`config.mk`:
```
export PLATFORM = sky130hd
export DESIGN_NAME = printf_integer_formatter_unit
export DESIGN_NICKNAME = d
export VERILOG_FILES = /design/src/hw/rtl/pif_pkg.sv /design/src/hw/rtl/pif_digits.sv /design/src/hw/rtl/printf_integer_formatter_unit.sv
export SDC_FILE = /design/constraint.sdc
export NUM_CORES = 1
export LEC_CHECK = 0
export BUFFER_PORTS_ARGS = -buffer_cell sky130_fd_sc_hd__buf_2
export CORE_MARGIN = 8
export CORE_UTILIZATION = 40
export DETAILED_ROUTE_END_ITERATION = 10
export GPL_ROUTABILITY_DRIVEN = 0
export SLEW_MARGIN = 20
export SYNTH_ARGS = -nofsm -noshare
export SYNTH_HDL_FRONTEND = slang
export SYNTH_HIERARCHICAL = 1
export SYNTH_SLANG_ARGS = --single-unit
```
`constraint.sdc`:
```
create_clock -name i_clk -period 20.1 [get_ports i_clk]
set_input_delay 1.005 -clock i_clk [delete_from_list [all_inputs] [get_ports i_clk]]
set_output_delay 1.005 -clock i_clk [all_outputs]
set_load 0.01 [all_outputs]
```
`src/hw/rtl/pif_pkg.sv`:
```
`default_nettype none

package pif_pkg;

    // Default sizing
    localparam int DEF_MAX_WIDTH     = 64;
    localparam int DEF_MAX_PRECISION = 40;
    localparam int DEF_VALUE_BITS    = 64;

    // Digit store: enough nibbles for 64 bits in octal (22) or decimal (20)
    localparam int DIGITS = 22;
    localparam int IDX_W  = $clog2(DIGITS);

    // Base select codes
    localparam logic [1:0] BASE_DEC    = 2'd0;
    localparam logic [1:0] BASE_OCT    = 2'd1;
    localparam logic [1:0] BASE_HEX_LO = 2'd2;
    localparam logic [1:0] BASE_HEX_UP = 2'd3;

    // Flag bit positions
    localparam int FL_LEFT  = 0;
    localparam int FL_PLUS  = 1;
    localparam int FL_SPACE = 2;
    localparam int FL_ALT   = 3;
    localparam int FL_ZERO  = 4;
    localparam int FL_PREC  = 5;

    // ASCII codes
    localparam logic [7:0] CH_NUL   = 8'h00;
    localparam logic [7:0] CH_SPACE = 8'h20;
    localparam logic [7:0] CH_PLUS  = 8'h2B;
    localparam logic [7:0] CH_MINUS = 8'h2D;
    localparam logic [7:0] CH_ZERO  = 8'h30;
    localparam logic [7:0] CH_A_UP  = 8'h41;
    localparam logic [7:0] CH_A_LO  = 8'h61;
    localparam logic [7:0] CH_X_UP  = 8'h58;
    localparam logic [7:0] CH_X_LO  = 8'h78;

    typedef struct packed {
        logic [63:0] value;
        logic        is_signed;
        logic [1:0]  base_sel;
        logic [5:0]  flag_bits;
        logic [6:0]  width;
        logic [5:0]  precision;
    } t_req;

    typedef struct packed {
        logic [7:0] character;
        logic       is_last;
        logic       empty_res;
    } t_rsp;

    typedef enum logic [2:0] {
        ST_IDLE,
        ST_LOAD,
        ST_DIGITS,
        ST_PLAN,
        ST_EMIT,
        ST_EMPTY
    } t_state;

    typedef enum logic [1:0] {
        DG_IDLE,
        DG_DABBLE,
        DG_NORM
    } t_dig_state;

    // Top level to digit unit
    typedef struct packed {
        logic       start;
        logic [1:0] base_sel;
    } t_dig_cmd;

    // Digit unit to top level
    typedef struct packed {
        logic             done;
        logic [IDX_W-1:0] cnt;
    } t_dig_sts;

    // One digit value to its ASCII character
    function automatic logic [7:0] digit_char(input logic [3:0] d, input logic upper);
        logic [7:0] ch;
        if (d < 4'd10) begin
            ch = CH_ZERO + {4'b0000, d};
        end else begin
            ch = (upper ? CH_A_UP : CH_A_LO) + {4'b0000, d} - 8'd10;
        end
        return ch;
    endfunction

endpackage

`default_nettype wire

```
`src/hw/rtl/pif_digits.sv`:
```
`default_nettype none

module pif_digits #(
    parameter int VALUE_BITS = pif_pkg::DEF_VALUE_BITS
) (
    input  wire logic                     i_clk,
    input  wire logic                     i_rst_n,
    input  wire pif_pkg::t_dig_cmd        i_cmd,
    input  wire logic [VALUE_BITS-1:0]    i_mag,
    input  wire logic [pif_pkg::IDX_W-1:0] i_rd_idx,
    output pif_pkg::t_dig_sts             o_sts,
    output logic [3:0]                    o_rd_digit
);
    import pif_pkg::*;

    localparam int STEP_W   = $clog2(VALUE_BITS + 1);
    localparam int PAD_BITS = DIGITS * 4;

    t_dig_state              r_state, n_state;
    logic [3:0]              r_dig [DIGITS];
    logic [3:0]              n_dig [DIGITS];
    logic [VALUE_BITS-1:0]   r_bin, n_bin;
    logic [STEP_W-1:0]       r_step, n_step;
    logic [IDX_W-1:0]        r_cnt, n_cnt;

    logic [PAD_BITS-1:0]     mag_pad;
    logic [3:0]              adj [DIGITS];
    logic [IDX_W-1:0]        rd_idx;
    logic [3:0]              rd_digit;
    logic                    stop;

    assign mag_pad = PAD_BITS'(i_mag);

    // Single read port: normalize scan or emitter
    assign rd_idx   = (r_state == DG_NORM) ? (r_cnt - IDX_W'(1)) : i_rd_idx;
    assign rd_digit = (rd_idx < IDX_W'(DIGITS)) ? r_dig[rd_idx] : 4'd0;
    assign stop     = (r_cnt == IDX_W'(1)) || (rd_digit != 4'd0);

    assign o_rd_digit = rd_digit;
    assign o_sts.done = (r_state == DG_NORM) && stop;
    assign o_sts.cnt  = r_cnt;

    // Add-3 correction on every BCD digit
    always_comb begin
        for (int j = 0; j < DIGITS; j++) begin
            adj[j] = (r_dig[j] >= 4'd5) ? (r_dig[j] + 4'd3) : r_dig[j];
        end
    end

    // Sequencer: load, double dabble (decimal only), strip leading zeros
    always_comb begin
        n_state = r_state;
        n_dig   = r_dig;
        n_bin   = r_bin;
        n_step  = r_step;
        n_cnt   = r_cnt;
        case (r_state)
            DG_IDLE: begin
                if (i_cmd.start) begin
                    if (i_cmd.base_sel == BASE_DEC) begin
                        for (int j = 0; j < DIGITS; j++) begin
                            n_dig[j] = 4'd0;
                        end
                        n_bin   = i_mag;
                        n_step  = STEP_W'(VALUE_BITS);
                        n_state = DG_DABBLE;
                    end else begin
                        for (int j = 0; j < DIGITS; j++) begin
                            if (i_cmd.base_sel == BASE_OCT) begin
                                n_dig[j] = {1'b0, mag_pad[3*j +: 3]};
                            end else begin
                                n_dig[j] = mag_pad[4*j +: 4];
                            end
                        end
                        n_cnt   = IDX_W'(DIGITS);
                        n_state = DG_NORM;
                    end
                end
            end
            DG_DABBLE: begin
                n_dig[0] = {adj[0][2:0], r_bin[VALUE_BITS-1]};
                for (int j = 1; j < DIGITS; j++) begin
                    n_dig[j] = {adj[j][2:0], adj[j-1][3]};
                end
                n_bin  = r_bin << 1;
                n_step = r_step - STEP_W'(1);
                if (r_step == STEP_W'(1)) begin
                    n_cnt   = IDX_W'(DIGITS);
                    n_state = DG_NORM;
                end
            end
            DG_NORM: begin
                if (stop) begin
                    n_state = DG_IDLE;
                end else begin
                    n_cnt = r_cnt - IDX_W'(1);
                end
            end
            default: begin
                n_state = DG_IDLE;
            end
        endcase
    end

    always_ff @(posedge i_clk) begin
        if (!i_rst_n) begin
            r_state <= DG_IDLE;
        end else begin
            r_state <= n_state;
        end
    end

    always_ff @(posedge i_clk) begin
        r_dig  <= n_dig;
        r_bin  <= n_bin;
        r_step <= n_step;
        r_cnt  <= n_cnt;
    end

    // Checks
    a_start_idle: assert property (@(posedge i_clk) disable iff (!i_rst_n)
        i_cmd.start |-> (r_state == DG_IDLE))
        else $error("digit unit started while busy");

    a_cnt_range: assert property (@(posedge i_clk) disable iff (!i_rst_n)
        (r_state == DG_NORM) |-> (r_cnt >= IDX_W'(1) && r_cnt <= IDX_W'(DIGITS)))
        else $error("digit count out of range");

    a_done_idle: assert property (@(posedge i_clk) disable iff (!i_rst_n)
        o_sts.done |=> (r_state == DG_IDLE))
        else $error("digit unit did not return to idle");

    a_step_live: assert property (@(posedge i_clk) disable iff (!i_rst_n)
        (r_state == DG_DABBLE) |-> (r_step != '0))
        else $error("dabble step counter underflow");

endmodule

`default_nettype wire

```
`src/hw/rtl/printf_integer_formatter_unit.sv`:
```
`default_nettype none

// Integer conversion formatter (printf style %d/%u/%o/%x/%X).
// Request channel: i_req_valid / o_req_ready with i_req (value, is_signed,
// base_sel, flag_bits, width, precision). Response channel: o_rsp_valid /
// i_rsp_ready with o_rsp (character, is_last, empty_res), one ASCII
// character per transfer, left to right, is_last on the final one. A
// conversion with no text gives one transfer with empty_res and is_last.
// Sequence: a load state, then the digit unit: hex/octal only strip
// leading zeros; decimal first runs VALUE_BITS double-dabble shifts (one
// bit per cycle), then strips leading zeros. A planning state follows,
// then one character per cycle while the receiver is ready, up to 64
// characters per conversion.
// o_req_ready is high only while no conversion is in progress; the next
// request is taken while the final character still waits in the output
// register. A stalled receiver holds the output register and the
// sequencer waits. Reset (synchronous, active low) returns to idle with
// no response pending.
module printf_integer_formatter_unit #(
    parameter int MAX_WIDTH     = pif_pkg::DEF_MAX_WIDTH,
    parameter int MAX_PRECISION = pif_pkg::DEF_MAX_PRECISION,
    parameter int VALUE_BITS    = pif_pkg::DEF_VALUE_BITS
) (
    input  wire logic          i_clk,
    input  wire logic          i_rst_n,
    input  wire logic          i_req_valid,
    output logic               o_req_ready,
    input  wire pif_pkg::t_req i_req,
    output logic               o_rsp_valid,
    input  wire logic          i_rsp_ready,
    output pif_pkg::t_rsp      o_rsp
);
    import pif_pkg::*;

    t_state                r_state, n_state;
    logic [VALUE_BITS-1:0] r_mag, n_mag;
    logic                  r_neg, n_neg;
    logic                  r_sgn, n_sgn;
    logic [1:0]            r_base, n_base;
    logic [5:0]            r_fl, n_fl;
    logic [6:0]            r_w, n_w;
    logic [5:0]            r_p, n_p;
    logic [IDX_W-1:0]      r_cnt, n_cnt;
    logic [6:0]            r_lspc, n_lspc;
    logic [6:0]            r_rspc, n_rspc;
    logic [6:0]            r_zeros, n_zeros;
    logic                  r_sign_pend, n_sign_pend;
    logic [7:0]            r_sign_ch, n_sign_ch;
    logic                  r_pfx0, n_pfx0;
    logic                  r_pfxx, n_pfxx;
    logic [6:0]            r_left, n_left;
    logic                  r_ovalid;
    t_rsp                  r_orsp;

    logic                  emit;
    t_rsp                  n_rsp;
    logic                  out_free;
    logic                  req_xfer;

    logic [VALUE_BITS-1:0] in_v, in_vneg;
    logic                  in_neg;

    t_dig_cmd              dig_cmd;
    t_dig_sts              dig_sts;
    logic [3:0]            dig_digit;

    logic                  pl_nz, pl_hex_pfx, pl_oct_alt, pl_sign_on, pl_prec_pad;
    logic                  pl_special, pl_fill;
    logic [7:0]            pl_sign_ch;
    logic [6:0]            pl_zeros0, pl_full, pl_pad, pl_spc;
    logic [7:0]            emit_sum;

    assign o_req_ready = (r_state == ST_IDLE);
    assign req_xfer    = i_req_valid && o_req_ready;
    assign out_free    = !r_ovalid || i_rsp_ready;
    assign o_rsp_valid = r_ovalid;
    assign o_rsp       = r_orsp;

    // Magnitude of the incoming value
    assign in_v    = i_req.value[VALUE_BITS-1:0];
    assign in_vneg = ~in_v + {{(VALUE_BITS-1){1'b0}}, 1'b1};
    assign in_neg  = i_req.is_signed && in_v[VALUE_BITS-1];

    // Digit extraction unit
    assign dig_cmd.start    = (r_state == ST_LOAD);
    assign dig_cmd.base_sel = r_base;

    pif_digits #(
        .VALUE_BITS (VALUE_BITS)
    ) u_digits (
        .i_clk      (i_clk),
        .i_rst_n    (i_rst_n),
        .i_cmd      (dig_cmd),
        .i_mag      (r_mag),
        .i_rd_idx   (r_cnt - IDX_W'(1)),
        .o_sts      (dig_sts),
        .o_rd_digit (dig_digit)
    );

    // Layout planning from digit count and flags
    always_comb begin
        pl_nz       = (r_mag != '0);
        pl_hex_pfx  = r_fl[FL_ALT] && pl_nz && r_base[1];
        pl_oct_alt  = r_fl[FL_ALT] && pl_nz && (r_base == BASE_OCT);
        pl_special  = r_fl[FL_PREC] && (r_p == 6'd0) && !pl_nz;
        pl_sign_on  = 1'b0;
        pl_sign_ch  = CH_NUL;
        if (r_sgn) begin
            if (r_neg) begin
                pl_sign_on = 1'b1;
                pl_sign_ch = CH_MINUS;
            end else if (r_fl[FL_PLUS]) begin
                pl_sign_on = 1'b1;
                pl_sign_ch = CH_PLUS;
            end else if (r_fl[FL_SPACE]) begin
                pl_sign_on = 1'b1;
                pl_sign_ch = CH_SPACE;
            end
        end
        pl_prec_pad = r_fl[FL_PREC] && (6'(r_cnt) < r_p);
        pl_zeros0   = pl_prec_pad ? 7'(r_p - 6'(r_cnt)) : 7'(pl_oct_alt);
        pl_full     = pl_zeros0 + {5'd0, pl_hex_pfx, 1'b0} + 7'(pl_sign_on) + 7'(r_cnt);
        pl_fill     = (r_w > pl_full);
        pl_pad      = r_w - pl_full;
        pl_spc      = (pl_fill && !r_fl[FL_ZERO]) ? pl_pad : 7'd0;
    end

    // Sequencer and character selection
    always_comb begin
        n_state     = r_state;
        n_mag       = r_mag;
        n_neg       = r_neg;
        n_sgn       = r_sgn;
        n_base      = r_base;
        n_fl        = r_fl;
        n_w         = r_w;
        n_p         = r_p;
        n_cnt       = r_cnt;
        n_lspc      = r_lspc;
        n_rspc      = r_rspc;
        n_zeros     = r_zeros;
        n_sign_pend = r_sign_pend;
        n_sign_ch   = r_sign_ch;
        n_pfx0      = r_pfx0;
        n_pfxx      = r_pfxx;
        n_left      = r_left;
        emit        = 1'b0;
        n_rsp       = '0;
        case (r_state)
            ST_IDLE: begin
                if (req_xfer) begin
                    n_mag   = in_neg ? in_vneg : in_v;
                    n_neg   = in_neg;
                    n_sgn   = i_req.is_signed;
                    n_base  = i_req.base_sel;
                    n_fl    = i_req.flag_bits;
                    n_w     = (i_req.width > 7'(MAX_WIDTH)) ? 7'(MAX_WIDTH) : i_req.width;
                    n_p     = (i_req.precision > 6'(MAX_PRECISION)) ?
                              6'(MAX_PRECISION) : i_req.precision;
                    n_state = ST_LOAD;
                end
            end
            ST_LOAD: begin
                n_state = ST_DIGITS;
            end
            ST_DIGITS: begin
                if (dig_sts.done) begin
                    n_cnt   = dig_sts.cnt;
                    n_state = ST_PLAN;
                end
            end
            ST_PLAN: begin
                if (pl_special) begin
                    n_lspc      = r_w;
                    n_rspc      = 7'd0;
                    n_zeros     = 7'd0;
                    n_cnt       = '0;
                    n_sign_pend = 1'b0;
                    n_pfx0      = 1'b0;
                    n_pfxx      = 1'b0;
                    n_left      = r_w;
                    n_state     = (r_w == 7'd0) ? ST_EMPTY : ST_EMIT;
                end else begin
                    n_zeros     = pl_zeros0 +
                                  ((pl_fill && r_fl[FL_ZERO]) ? pl_pad : 7'd0);
                    n_lspc      = r_fl[FL_LEFT] ? 7'd0 : pl_spc;
                    n_rspc      = r_fl[FL_LEFT] ? pl_spc : 7'd0;
                    n_sign_pend = pl_sign_on;
                    n_sign_ch   = pl_sign_ch;
                    n_pfx0      = pl_hex_pfx;
                    n_pfxx      = pl_hex_pfx;
                    n_left      = pl_fill ? r_w : pl_full;
                    n_state     = ST_EMIT;
                end
            end
            ST_EMIT: begin
                if (out_free) begin
                    emit          = 1'b1;
                    n_rsp.is_last = (r_left == 7'd1);
                    n_left        = r_left - 7'd1;
                    if (r_lspc != 7'd0) begin
                        n_rsp.character = CH_SPACE;
                        n_lspc          = r_lspc - 7'd1;
                    end else if (r_sign_pend) begin
                        n_rsp.character = r_sign_ch;
                        n_sign_pend     = 1'b0;
                    end else if (r_pfx0) begin
                        n_rsp.character = CH_ZERO;
                        n_pfx0          = 1'b0;
                    end else if (r_pfxx) begin
                        n_rsp.character = (r_base == BASE_HEX_UP) ? CH_X_UP : CH_X_LO;
                        n_pfxx          = 1'b0;
                    end else if (r_zeros != 7'd0) begin
                        n_rsp.character = CH_ZERO;
                        n_zeros         = r_zeros - 7'd1;
                    end else if (r_cnt != '0) begin
                        n_rsp.character = digit_char(dig_digit, r_base == BASE_HEX_UP);
                        n_cnt           = r_cnt - IDX_W'(1);
                    end else begin
                        n_rsp.character = CH_SPACE;
                        n_rspc          = r_rspc - 7'd1;
                    end
                    if (r_left == 7'd1) begin
                        n_state = ST_IDLE;
                    end
                end
            end
            ST_EMPTY: begin
                if (out_free) begin
                    emit            = 1'b1;
                    n_rsp.character = CH_NUL;
                    n_rsp.is_last   = 1'b1;
                    n_rsp.empty_res = 1'b1;
                    n_state         = ST_IDLE;
                end
            end
            default: begin
                n_state = ST_IDLE;
            end
        endcase
    end

    // Control registers
    always_ff @(posedge i_clk) begin
        if (!i_rst_n) begin
            r_state  <= ST_IDLE;
            r_ovalid <= 1'b0;
        end else begin
            r_state <= n_state;
            if (out_free) begin
                r_ovalid <= emit;
            end
        end
    end

    // Payload registers
    always_ff @(posedge i_clk) begin
        r_mag       <= n_mag;
        r_neg       <= n_neg;
        r_sgn       <= n_sgn;
        r_base      <= n_base;
        r_fl        <= n_fl;
        r_w         <= n_w;
        r_p         <= n_p;
        r_cnt       <= n_cnt;
        r_lspc      <= n_lspc;
        r_rspc      <= n_rspc;
        r_zeros     <= n_zeros;
        r_sign_pend <= n_sign_pend;
        r_sign_ch   <= n_sign_ch;
        r_pfx0      <= n_pfx0;
        r_pfxx      <= n_pfxx;
        r_left      <= n_left;
        if (emit) begin
            r_orsp <= n_rsp;
        end
    end

    // Checks
    assign emit_sum = 8'(r_lspc) + 8'(r_rspc) + 8'(r_zeros) + 8'(r_cnt) +
                      8'(r_sign_pend) + 8'(r_pfx0) + 8'(r_pfxx);

    a_left_matches: assert property (@(posedge i_clk) disable iff (!i_rst_n)
        (r_state == ST_EMIT) |-> (emit_sum == 8'(r_left)))
        else $error("remaining count disagrees with pending characters");

    a_empty_last: assert property (@(posedge i_clk) disable iff (!i_rst_n)
        (r_ovalid && r_orsp.empty_res) |-> (r_orsp.is_last && r_orsp.character == CH_NUL))
        else $error("empty result without last marker");

    a_last_idle: assert property (@(posedge i_clk) disable iff (!i_rst_n)
        (emit && n_rsp.is_last) |=> (r_state == ST_IDLE && r_ovalid))
        else $error("sequencer did not finish after last character");

endmodule

`default_nettype wire

```
# Yosys cells after proc, flatten, opt, wreduce, memory -nomap -nowiden
# Cells that the tools add are included.
[totals]
register_bits = 304
latchBits = 0
mem_bits_rw = 0
romBits = 0
input_bits = 90
n_memories = 0
[op_classes]
addsub = 38
mul = 0
n_div = 0
order_cmp = 29
eq_ne = 32
n_shift = 0
n_mux = 142
bitwise_logic = 4
reduce_logical = 47
[op_table]
columns = ["operator", "n"]
rows = [
  ["64-bit two-way mux", 3],
  ["88-bit two-way mux", 2],
  ["88-bit case mux with 2 select lines", 1],
  ["4-bit two-way mux", 40],
  ["7-bit two-way mux", 19],
  ["64-bit case mux with 2 select lines", 1],
  ["4-bit by 3-bit >= comparator with 1-bit output (second input constant)", 22],
  ["4-bit by 2-bit adder with 4-bit output (second input constant)", 21],
  ["5-bit two-way mux", 14],
  ["64-bit by 1-bit adder with 64-bit output (second input constant)", 1],
  ["64-bit NOT", 1],
  ["64-bit nonzero test", 1],
  ["8-bit two-way mux", 7],
  ["7-bit case mux with 2 select lines", 4],
  ["3-bit two-way mux", 11],
  ["2-bit != test (second input constant)", 16],
  ["6-bit two-way mux", 5],
  ["5-bit case mux with 3 select lines", 2],
  ["7-bit by 1-bit subtractor with 7-bit output (second input constant)", 4],
  ["4-bit binary-select mux with 5-bit select", 1],
  ["1-bit two-way mux", 20],
  ["3-bit case mux with 6 select lines", 1],
  ["9-bit case mux with 2 select lines", 1],
  ["5-bit AND reduction", 3],
  ["other kinds (51)", 91],
]

# Longest topological paths before layout
# Gate-level depths: netlist (run 1).
[depth]
word_depth = 18
ltp_mapped = 34
depth_no_buf = 34

# Cells and area by module
# The synthesis (run 1) kept the hierarchy.
[modules_own_cells]
columns = ["mod", "n_inst", "cells_each", "area_per_inst_um2"]
rows = [
  ["pif_digits", 1, 1039, 10193.5],
  ["printf_integer_formatter_unit", 1, 787, 8210.4],
]

# Worst setup path before layout (run 1)
# Ideal clock, no wire load.
[synth_timing]
kind = "reg2reg"
from = "register r_state[0] (netlist name)"
to = "register u_digits.r_bin[0], enable pin"
setup_time_ps = 434
t_arrival_ps = 6642
slack_ps = 13024
stages_incl_launch_ff = 7
path_buffers = 1
synth_period_minus_slack_ps = 7076
cell_sequence = "dfxtp_1 -> clkbuf_1 -> nand2_1 -> nor2_1 -> nor2_1 -> nor2_1 -> o21a_1"
[synth_rtl]
columns = ["item", "line", "rtl"]
rows = [
  ["end signal, assigned", "pif_digits.sv:115", "r_bin <= n_bin;"],
  ["end, declared", "pif_digits.sv:22", "logic [VALUE_BITS-1:0] r_bin, n_bin;"],
]

# Worst setup path in the final report (run 1)
[layout_timing]
from = "register r_mag[43]"
to = "register r_zeros[6] (data pin)"
[layout_between]
elab_chain_cells = 13
elab_cells_between_ends = 17
[layout_rtl]
columns = ["item", "line", "rtl"]
rows = [
  ["start, declared", "printf_integer_formatter_unit.sv:36", "logic [VALUE_BITS-1:0] r_mag, n_mag;"],
  ["start signal, assigned", "printf_integer_formatter_unit.sv:258", "r_mag <= n_mag;"],
  ["64-bit nonzero test (*)", "printf_integer_formatter_unit.sv:102", "pl_nz = (r_mag != '0);"],
  ["1-bit logical AND", "printf_integer_formatter_unit.sv:103, printf_integer_formatter_unit.sv:104", ""],
  ["1-bit logical AND", "printf_integer_formatter_unit.sv:104", "pl_oct_alt = r_fl[FL_ALT] && pl_nz && (r_base == BASE_OCT);"],
  ["7-bit two-way mux", "printf_integer_formatter_unit.sv:121", "pl_zeros0 = pl_prec_pad ? 7'(r_p - 6'(r_cnt)) : 7'(pl_oct_alt);"],
  ["7-bit by 2-bit adder with 7-bit output", "printf_integer_formatter_unit.sv:122", "pl_full = pl_zeros0 + {5'd0, pl_hex_pfx, 1'b0} + 7'(pl_sign_on) + 7'(r_cnt);"],
  ["7-bit by 1-bit adder with 7-bit output", "printf_integer_formatter_unit.sv:122", ""],
  ["7-bit by 5-bit adder with 7-bit output", "printf_integer_formatter_unit.sv:122", ""],
  ["7-bit > comparator", "printf_integer_formatter_unit.sv:123", "pl_fill = (r_w > pl_full);"],
  ["1-bit logical AND", "printf_integer_formatter_unit.sv:185", "((pl_fill && r_fl[FL_ZERO]) ? pl_pad : 7'd0);"],
  ["7-bit two-way mux", "printf_integer_formatter_unit.sv:185", ""],
  ["7-bit adder", "printf_integer_formatter_unit.sv:184", "n_zeros = pl_zeros0 +"],
  ["7-bit two-way mux (*)", "printf_integer_formatter_unit.sv:173", "if (pl_special) begin"],
  ["7-bit case mux with 2 select lines (*)", "printf_integer_formatter_unit.sv:149", "case (r_state)"],
  ["named net n_zeros[6]", "printf_integer_formatter_unit.sv:46", "logic [6:0] r_zeros, n_zeros;"],
  ["end signal, assigned", "printf_integer_formatter_unit.sv:268", "r_zeros <= n_zeros;"],
  ["end, declared", "printf_integer_formatter_unit.sv:46", ""],
]
# Mark *: on every way through the listed nets, which the timed path passes. The rest lies on a longest branch.
# A chain may end at the register's enable or synchronous reset.

==> results of run 1 <==
## worst min path at each step
stage                         end  slack [ns]  cells past startpoint
6_report       u_digits/r_bin[27]        0.51                      2
5_1_grt        u_digits/r_bin[19]        0.53                      2
4_1_cts        u_digits/r_bin[27]        0.51                      2
3_5_place_dp   u_digits/r_bin[54]        0.49                      2
3_3_place_gp   u_digits/r_bin[49]        0.49                      2
2_1_floorplan  u_digits/r_bin[10]        0.48                      2
## cells by family (layout without fill, tap and decap cells)
family,Yosys count,after routing
XOR/XNOR,144,144
other,1,1
buffers and inverters,180,280
adder cells (fa/ha/maj),87,87
AO/OA/AOI/OAI,379,379
flip-flops,299,299
AND/OR/NAND/NOR,680,680
multiplexers,56,56
## state kept, by name, indices dropped and copies added (netlist names), 2 cells and up
| name | cells |
|---|---|
| u_digits/r_cnt | 5 |
| r_left | 7 |
| u_digits/r_dig | 88 |
| r_p | 6 |
| r_lspc | 7 |
| r_sign_ch | 4 |
| r_cnt | 5 |
| r_w | 7 |
| r_mag | 64 |
| u_digits/r_step | 7 |
| r_state | 3 |
| u_digits/r_bin | 64 |
| o_rsp | 9 |
| r_fl | 6 |
| u_digits/r_state | 2 |
| r_base | 2 |
| r_zeros | 7 |
## placed cells by master, fill, tap and decap left out, drive strengths merged, types with 6 or more instances in the layout
cell / Yosys / final
xor2: 71 / 71
nand4: 7 / 7
inv: 97 / 98
nor3b: 20 / 20
nand2b: 36 / 36
o31ai: 24 / 24
clkinv: 1 / 14
nand2: 281 / 281
nor2b: 19 / 19
nor4: 31 / 31
buf: 18 / 115
nand3: 30 / 30
or4: 7 / 7
nor3: 43 / 43
mux4: 6 / 6
clkbuf: 64 / 46
nor2: 141 / 141
a21o: 9 / 9
a211oi: 7 / 7
o21ai: 94 / 94
mux2i: 44 / 44
o21bai: 6 / 6
mux2: 6 / 6
o21a: 9 / 9
edfxtp: 293 / 293
or3: 25 / 25
ha: 80 / 80
a21oi: 121 / 121
nand3b: 7 / 7
a31oi: 13 / 13
and2: 17 / 17
fa: 6 / 6
nor4b: 6 / 6
xnor2: 73 / 73
a22oi: 32 / 32
dfxtp: 6 / 6
a221oi: 36 / 36
## power by group
group	switching (mW)	total (mW)	leakage, nW	internal, mW
Sequential	0.178	1.16	2.78	0.981
Clock	0.262	0.680	0.594	0.418
Combinational	0.827	1.36	4.52	0.538
Total	1.27	3.20	7.90	1.94
## metal layers
metal	GRT usage	vias to the layer above	routed length, um
met5	0	-	0
met4	0.0558	0	1260
met3	0.0388	83	3000
met2	0.277	435	21400
met1	0.241	6611	21900
li1	-	6749	-
## worst register-to-register path: cells and delay by family (launching register included)
family	cells	cell delay, ns
compound gates	10	1.74
simple gates	11	3.30
xor+xnor	2	0.33
fa+ha+maj	5	1.54
flops	1	0.44
buf+inv	1	0.06
## stage by stage
| stage | hold WS, ns | utilization | worst slack [ns] |
|---|---|---|---|
| floorplan | 0.484 | - | 13.02 |
| global placement | 0.487 | 0.428 | 12.80 |
| detailed placement | 0.493 | 0.428 | 12.54 |
| CTS | 0.510 | 0.455 | 12.52 |
| global route | 0.532 | 0.455 | 11.82 |
| finish | 0.506 | 0.455 | 12.42 |
## area by class of cell
class                           instances  area [sq um]  share of cell area
Tap cell                              600           751              0.0363
Multi-Input combinational cell       1347          8780               0.425
Sequential cell                       299          8920               0.432
Clock buffer                           46          1000              0.0485
Inverter                               98           368              0.0178
Clock inverter                         21           231              0.0112
Timing Repair Buffer                  115           613              0.0297
==> out/results.txt, run 1 <==
reg2reg path depth = 29
CP endpoint kind = flip-flop
fillers = 4,322
Syn Std Cell Area = 18,400 sq um
outcome = completed
Overall Global Routing Usage = 0.176
Overflow after GRT = 0
Pins Over Slew Limit = 0
row count = 78
placed cells = 2,459
Post-Synth Adder-Cell Area = 0.0615
share of flip-flops with an asynchronous set or reset = 0
Post-CTS Setup Bufs = 0
worst setup path class = flip-flop to flip-flop
Hold Buf Count CTS = 0
final hold violation count = 0
CP endpoint = r_zeros[6]
CP Max Fanout = 8
fin nets = 2,074
Post-DRT Antenna Nets = 0
total negative slack = 0 ns
DR vias/cell = 5.49
Chip Width = 231 um
CP max stage delay = 1.05 ns
worst r2r src = r_mag[43]
fraction of the mapped netlist area in simple logic gates = 0.178
RSZ-0062 raised after global routing = false
CTS H-tree depth = 2
Num CTS Buffers = 37
P&R area growth vs syn = 12.3%
router iterations before antenna repair = 5
ANT cells = 0
largest family of logic cells by synthesized area = simple AND/OR/NAND/NOR gates
Layout Skew = 0.0174 ns
Gate Count Post-Synth = 1,826
final setup fails = 0
Critical Path Source Type = flip-flop
crit share post-route = 0.382
Synth cell types = 79
Yosys top cell area share = 0.478
core footprint = 45,400 sq um
ys flop type = edfxtp_1
CTS resizes = 0
Hold/Removal Path Class = flip-flop to flip-flop
EDFF count, synth = 293
drt total wl = 47,600 um
Die Y = 231 um
Lkg Pwr = 7.90 nW
post-route design area = 20,700 sq um
post-synthesis sequential element count = 299
Reg2Reg Setup Slack = 12.42 ns
most instantiated cells after synthesis = 293 x edfxtp_1, 281 x nand2_1, 138 x nor2_1
syn_nets = 2,002
IO Port Bufs = 100
Hold Crit Start = u_digits/r_bin[26]
Sink Count = 299
first-pass GRT wire length = 76,300 um
wire per inst = 18.8 um
Crit path max-delay family = simple AND/OR/NAND/NOR gates
Worst EP arrival = 7.97 ns
post-synth top area cell = edfxtp_1
min cycle time layout = 7.68 ns
DRC viols = 0
initial antenna violation count = 1
RR Endpoint = r_zeros[6]
share of layout cells above drive strength 1 = 0.109
most numerous cell in the Yosys netlist = edfxtp_1
Worst Setup SP = r_mag[43]
Initial Util = 0.406
proportion of synthesized area in mux cells = 0.0358
power after layout = 3.20 mW
vias in the first global route = 14,000
XOR/XNOR Fraction of Synth Area = 0.0685
Synth Area in Compound Gates = 0.131
Avg Cell Area, Syn = 10.1 sq um
Worst EP required = 20.39 ns
I/O pin count = 102
Bufs on Longest Clock Path = 3
crit path buf inv count = 1
Clock Latency Late Sink = 0.55 ns
Worst VDD drop = 0.0000685 V
HPWL Detailed = 34,700 um
dpl cell area = 19,400 sq um
Max-cap violations = 0
Slew headroom = 0.207
Max Fclk = 130 MHz
Worst path depth = 29
Synth area leaders = edfxtp_1 48%, nand2_1 5.7%, ha_1 5.4%
vias = 13,900
clock transition at the registers of the reported paths = 0.06 ns
PwrDens = 155 nW/um^2
clock root cell = clkbuf_16
Least-Margin Pin Slew = 1.18 ns
die area = 53,100 sq um
Crit-path slowest cell = nor4_1
Yosys warnings = 6
largest net degree at the start of global routing = 95
Finished Layout Cells = 2,526
post-synthesis sequential area ratio = 0.485
CTS tree = yes
Iteration-0 DRC Markers = 1,077
No activity file was read; power rests on OpenSTA's default activity.
==> run 2, diff against run 1 <==
- ABC_AREA: default -> 1
- clock period: 20.1 -> 7.5 ns (I/O delays scaled with it)
==> run 2 against run 1 <==
Fmax grew 26%; largest power group unchanged; largest cell class is now multi-input gates; worst hold slack lost 0.47 ns; routed wire length grew 8.5%; power rose to 3.0 times the previous value; first-iteration DRC count grew 19%; sequential share of layout area decreased by 1.8 points; synthesized cell count is 24% higher; combinational power grew to 3.5 times the previous value; sequential power grew to 2.8 times the previous value; area after synthesis rose by 5.3%; cell area rose by 4.4%; utilization down 0.36 points.
==> out/results.txt, run 2 <==
Slew headroom = 0.350 (+0.143)
die area = 55,700 sq um (+4.9%)
CTS H-tree depth = 2 (unchanged)
syn_nets = 2,446 (+22%)
Iteration-0 DRC Markers = 1,280 (+19%)
CTS tree = yes
final setup fails = 0 (unchanged)
Crit path max-delay family = adder cells
Syn Std Cell Area = 19,400 sq um (+5.3%)
Least-Margin Pin Slew = 0.974 ns (-0.204 ns)
share of layout cells above drive strength 1 = 0.109 (+0.000354)
Num CTS Buffers = 35 (-5.4%)
Post-Synth Adder-Cell Area = 0.0579 (-0.00359)
CP endpoint kind = flip-flop
Layout Skew = 0.0126 ns (-0.00476 ns)
Worst EP required = 7.80 ns (-12.59 ns)
crit path buf inv count = 11 (+10)
Worst EP arrival = 6.39 ns (-1.58 ns)
vias = 16,000 (+15%)
drt total wl = 51,600 um (+8.5%)
Max Fclk = 164 MHz (+26%)
PwrDens = 449 nW/um^2 (+190%)
share of flip-flops with an asynchronous set or reset = 0 (unchanged)
first-pass GRT wire length = 82,300 um (+7.9%)
largest family of logic cells by synthesized area = simple AND/OR/NAND/NOR gates
I/O pin count = 102 (unchanged)
wire per inst = 17.2 um (-8.5%)
ys flop type = edfxtp_1
Setup WS post-layout = 1.41 ns (-11.01 ns)
outcome = completed
Avg Cell Area, Syn = 8.53 sq um (-15%)
final hold violation count = 0 (unchanged)
Bufs on Longest Clock Path = 3 (unchanged)
initial antenna violation count = 0 (-1)
clock root cell = clkbuf_16
Synth cell types = 60 (-24%)
Max-cap violations = 0 (unchanged)
fraction of the mapped netlist area in simple logic gates = 0.234 (+0.0563)
Most flops, register = u_digits/r_dig
CP max stage delay = 0.51 ns (-0.54 ns)
proportion of synthesized area in mux cells = 0 (-0.0358)
Pins Over Slew Limit = 0 (unchanged)
vias in the first global route = 15,600 (+12%)
commonest non-fill, non-tap cell in the layout = nand2_1
Crit-path slowest cell = fa_1
HPWL Detailed = 37,900 um (+9.2%)
commonest non-fill, non-tap cells in the layout = 466 x nand2_1, 309 x inv_1, 293 x edfxtp_1
sequential share of power = 0.338 (-0.024)
Overflow after GRT = 0 (unchanged)
cell-internal power = 5.25 mW (+170%)
worst setup path class = flip-flop to flip-flop
DR vias/cell = 5.33 (-2.9%)
P&R area growth vs syn = 11.4%
Gate Count Post-Synth = 2,270 (+24%)
RSZ-0062 raised after global routing = false
Clock Latency Late Sink = 0.54 ns (about the same)
row count = 80 (+2.6%)
Comb pwr share = 0.489 (+0.063)
Placement Setup Slack = 1.47 ns (-11.06 ns)
post-synthesis sequential area ratio = 0.460 (-0.0242)
min cycle time layout = 6.09 ns (-1.59 ns)
Synth area leaders = edfxtp_1 45%, nand2_1 9.0%, inv_1 6.0%
DRC viols = 0 (unchanged)
total negative slack = 0 ns (unchanged)
router iterations before antenna repair = 5 (unchanged)
most numerous cell in the Yosys netlist = nand2_1
Overall Global Routing Usage = 0.180 (+0.00415)
Initial Util = 0.406 (about the same)
CP Max Fanout = 10 (+2)
Net Sw Frac = 0.457 (+0.0617)
post-synthesis sequential element count = 299 (unchanged)
Critical Path Source Type = flip-flop
post-synth top area cell = edfxtp_1
IO Port Bufs = 100 (unchanged)
crit share post-route = 0.812 (+0.430)
Chip Width = 236 um (+2.4%)
Synth Area in Compound Gates = 0.122 (-0.00915)
fin nets = 2,532 (+22%)
Worst VDD drop = 0.000246 V (+260%)
Die Y = 236 um (+2.4%)
most instantiated cells after synthesis = 467 x nand2_1, 310 x inv_1, 293 x edfxtp_1
clock group share of total power = 0.173 (-0.039)
Hold/Removal Path Class = primary input to flip-flop
EDFF count, synth = 293 (unchanged)
largest net degree at the start of global routing = 69 (-27%)
Yosys top cell area share = 0.454 (-0.0239)
Lkg Pwr = 9.01 nW (+14%)
max reg flops = 88 (unchanged)
Post-DRT Antenna Nets = 0 (unchanged)
clock transition at the registers of the reported paths = 0.06 ns (about the same)
Most common cell on crit path = inv_1
Yosys warnings = 6 (unchanged)
core footprint = 47,700 sq um (+5.2%)
Sink Count = 299 (unchanged)
biggest registers after layout = u_digits/r_dig: 88 flops, r_mag: 64 flops, u_digits/r_bin: 64 flops
P_sw = 4.42 mW (+250%)
XOR/XNOR Fraction of Synth Area = 0.0443 (-0.0242)
==> run 2: cell count changes after synthesis, moves of 25 or more <==
cell	change
mux2i_1	-44
nand2b_1	-35
o221ai_1	+38
nand4_1	+25
nand3_1	+136
nor2_1	+87
nand2_1	+186
o21ai_0	+67
xnor2_1	-56
inv_1	+213
clkbuf_1	-36
a22oi_1	-32
a221oi_1	-35
==> run 2: worst register-to-register path, delay by kind of cell, from the launching register on <==
| kind | cells | cell delay, ns |
|---|---|---|
| adder cells (fa/ha/maj) | 7 | 2.32 |
| AND/OR/NAND/NOR | 20 | 1.99 |
| buffers and inverters | 11 | 0.73 |
| flip-flops | 1 | 0.41 |
| XOR/XNOR | 1 | 0.22 |
| AO/OA/AOI/OAI | 2 | 0.19 |
==> run 2: power by group through the flow <==
stage	sequential (mW)	combinational (mW)	clock, mW
6_report	3.27	4.74	1.67
5_1_grt	3.34	5.32	1.77
4_1_cts	3.26	4.72	1.71
3_5_place_dp	3.29	4.69	0
3_3_place_gp	3.27	4.59	0
2_1_floorplan	3.21	3.51	0
==> run 2: path summary, 6_finish.rpt <==
path	from	endpoint	slack (ns)	cells after the start
setup / recovery	r_cnt[4]	r_zeros[6]	1.41	41
hold / removal	i_req[13]	r_fl[0]	0.03	1
setup reg to reg	r_cnt[4]	r_zeros[6]	1.41	41
hold reg to reg	u_digits/r_bin[50]	u_digits/r_bin[51]	0.52	2
==> run 2: layout make-up <==
| class | count | area (sq um) |
|---|---|---|
| clock inverter | 18 | 189 |
| sequential | 299 | 8920 |
| antenna | 1 | 2.50 |
| fill | 4568 | 26200 |
| multi-input combinational | 1583 | 8920 |
| clock buffer | 42 | 922 |
| timing repair buffer | 116 | 631 |
| tap | 615 | 769 |
| inverter | 321 | 1220 |
==> run 2: cells by family after synthesis <==
group,after synthesis
other,1
AND/OR/NAND/NOR,999
buffers and inverters,388
flip-flops,299
XOR/XNOR,98
AO/OA/AOI/OAI,399
adder cells (fa/ha/maj),86
==> run 2: stage by stage <==
| step | hold WS (ns) | util | total power [mW] | instance area (sq um) | cells |
|---|---|---|---|---|---|
| floorplan | 0.474 | - | 6.73 | 19400 | 2270 |
| global placement | 0.499 | 0.428 | 7.85 | 20400 | 2930 |
| detailed placement | 0.505 | 0.428 | 7.97 | 20400 | 2930 |
| CTS | 0.0117 | 0.452 | 9.69 | 21600 | 2994 |
| global route | 0.0161 | 0.452 | 10.4 | 21600 | 2994 |
| finish | 0.0339 | 0.452 | 9.68 | 21600 | 2995 |
==> run 2: layer usage <==
metal / part of all wire / routed length, um / global-route usage
met5: 0 / 0 / 0
met4: 0.025 / 1300 / 0.0565
met3: 0.055 / 2850 / 0.0259
met2: 0.47 / 24100 / 0.302
met1: 0.45 / 23400 / 0.239
==> run 2: repair_timing <==
item	in CTS	in global routing
hold buffers	4	0
setup buffers	0	0
gates resized for setup	0	0
endpoints found under the hold margin	4	0
==> run 3, diff against run 2 <==
- ABC_AREA: 1 -> 0
- clock period: 7.5 -> 6.1 ns (I/O delays scaled with it)
==> run 3 against run 2 <==
The run now ends with setup timing left; first-iteration DRC count decreased by 1.7%; largest cell class unchanged; register-to-register slack got worse by 1.6 ns; critical endpoint unchanged; via count decreased by 11%; sequential power increased by 16%; cell count decreased by 12%; sequential cell count unchanged.
==> out/results.txt, run 3 (synthesized netlist as in run 1, its figures left out) <==
Critical Path Source Type = flip-flop
first-pass GRT wire length = 75,700 um (-8.1%)
biggest registers after layout = u_digits/r_dig: 88 flops, r_mag: 64 flops, u_digits/r_bin: 64 flops
CP Max Fanout = 3 (-7)
Chip Width = 231 um (-2.4%)
CP max stage delay = 0.42 ns (-0.09 ns)
Hold Crit Start = i_req[22]
fin nets = 2,175 (-14%)
RSZ-0062 raised after global routing = true
final hold violation count = 0 (unchanged)
final setup fails = 1 (+1)
PwrDens = 511 nW/um^2 (+14%)
reg2reg path depth = 35 (-15%)
Least-Margin Pin Slew = 1.09 ns (+0.113 ns)
HPWL Detailed = 34,700 um (-8.5%)
Max-cap violations = 0 (unchanged)
post-route design area = 21,500 sq um (-0.16%)
CTS tree = yes
Die Y = 231 um (-2.4%)
core footprint = 45,400 sq um (-5.0%)
Worst EP required = 6.38 ns (-1.42 ns)
commonest non-fill, non-tap cells in the layout = 293 x edfxtp_1, 280 x nand2_1, 134 x nor2_1
fillers = 4,222 (-7.6%)
Overall Global Routing Usage = 0.174 (-0.00659)
DRC viols = 0 (unchanged)
Worst VDD drop = 0.000243 V (-1.3%)
router iterations before antenna repair = 5 (unchanged)
outcome = finished, violations left
row count = 78 (-2.5%)
Placement Setup Slack = -0.133 ns (-1.61 ns)
dpl cell area = 20,100 sq um (-1.7%)
Crit-path slowest cell = fa_2
Iteration-0 DRC Markers = 1,258 (-1.7%)
IO Port Bufs = 100 (unchanged)
Initial Util = 0.406 (about the same)
ANT cells = 0 (-1)
Worst EP arrival = 6.60 ns (+0.21 ns)
clock transition at the registers of the reported paths = 0.06 ns (about the same)
Hold/Removal Path Class = primary input to flip-flop
violated checks = setup timing
wire per inst = 18.1 um (+5.2%)
CTS H-tree depth = 2 (unchanged)
min cycle time layout = 6.33 ns (+0.235 ns)
end of the worst hold path = r_mag[0]
die area = 53,100 sq um (-4.7%)
Most flops, register = u_digits/r_dig
clock root cell = clkbuf_16
P&R area growth vs syn = 17.0%
share of layout cells above drive strength 1 = 0.163 (+0.0537)
Bufs on Longest Clock Path = 3 (unchanged)
drt total wl = 47,600 um (-7.8%)
Finished Layout Cells = 2,624 (-12%)
Layout Skew = 0.0190 ns (+0.00632 ns)
Clock Latency Late Sink = 0.54 ns (about the same)
worst r2r src = r_cnt[1]
total negative slack = -0.228 ns (-0.228 ns)
Lkg Pwr = 8.35 nW (-7.4%)
vias = 14,300 (-11%)
Pins Over Slew Limit = 0 (unchanged)
worst setup path class = flip-flop to flip-flop
CP endpoint kind = flip-flop
Max Fclk = 158 MHz (-3.7%)
largest net degree at the start of global routing = 105 (+52%)
commonest non-fill, non-tap cell in the layout = edfxtp_1
Setup WS post-layout = -0.228 ns (-1.64 ns)
Reg2Reg Setup Slack = -0.23 ns (-1.64 ns)
Slew headroom = 0.275 (-0.0752)
initial antenna violation count = 0 (unchanged)
cell depth of the worst hold path = 1 (unchanged)
Num CTS Buffers = 35 (unchanged)
crit share post-route = 1.04 (+0.225)
DR vias/cell = 5.45 (+2.1%)
Sink Count = 299 (unchanged)
Post-DRT Antenna Nets = 0 (unchanged)
placed cells = 2,542 (-13%)
max reg flops = 88 (unchanged)
Overflow after GRT = 0 (unchanged)
RR Endpoint = r_zeros[6]
vias in the first global route = 13,800 (-11%)
I/O pin count = 102 (unchanged)
run 3: cell count changes in the layout (fill, tap and decap cells not counted), sizes merged, moves of 36 or more:
cell	change
o221ai	-37
buf	+97
nand2	-208
o21ai	-75
nand2b	+36
nand3	-147
nor2	-102
a221oi	+36
xnor2	+56
inv	-223
mux2i	+44
run 3: worst max-delay path: cells and delay by family, from the launching register on:
family	cells	cell delay, ns
and+or+nand+nor	15	1.73
xor gates and xnor gates	2	0.39
AOI/OAI and AO/OA	8	1.43
muxes	1	0.15
buffers and inverters	3	0.28
adders and majority gates	6	1.69
DFF	1	0.40
run 3: how the worst max path moves through the flow:
stage               cells after the start  startpoint    endpoint
floorplan                              34    r_cnt[1]  r_zeros[6]
global placement                       34      r_p[1]  r_zeros[6]
detailed placement                     32      r_p[2]  r_zeros[6]
CTS                                    35    r_cnt[3]  r_zeros[6]
global route                           35    r_cnt[1]  r_zeros[6]
finish                                 35    r_cnt[1]  r_zeros[6]
run 3: per-layer routing:
layer	GRT usage	vias to the layer above	routed length, um
met4	0.0404	0	1030
li1	-	6952	-
met1	0.242	6869	21800
met5	0	-	0
met3	0.0298	66	2810
met2	0.281	407	22000
run 3: metrics by stage:
stage / power, mW / hold WS, ns / util
3_3_place_gp: 8.60 / 0.484 / 0.442
6_report: 11.0 / 0.0443 / 0.475
3_5_place_dp: 8.72 / 0.486 / 0.442
4_1_cts: 10.9 / 0.00792 / 0.470
2_1_floorplan: 7.09 / 0.404 / -
5_1_grt: 11.8 / 0.0113 / 0.475
run 3: final cells by class:
type / instances / area, sq um / area share
inverter: 98 / 368 / 0.0171
timing repair buffer: 218 / 1410 / 0.0654
multi-input combinational: 1347 / 8980 / 0.417
clock buffer: 47 / 941 / 0.0437
clock inverter: 15 / 169 / 0.00784
sequential: 299 / 8920 / 0.414
tap: 600 / 751 / 0.0349
run 3: where the power goes:
group | internal (mW) | switching, mW
Sequential | 3.23 | 0.548
Clock | 1.21 | 0.840
Combinational | 2.25 | 2.93
run 3: repair_timing:
| item | CTS | global route |
|---|---|---|
| cloned | 0 | 0 |
| hold endpoints to repair | 9 | 0 |
| gates resized for setup | 5 | 33 |
| setup buffers | 2 | 9 |
| hold buffers | 9 | 0 |
| setup endpoints to repair | 2 | 6 |
| pin swaps | 4 | 30 |
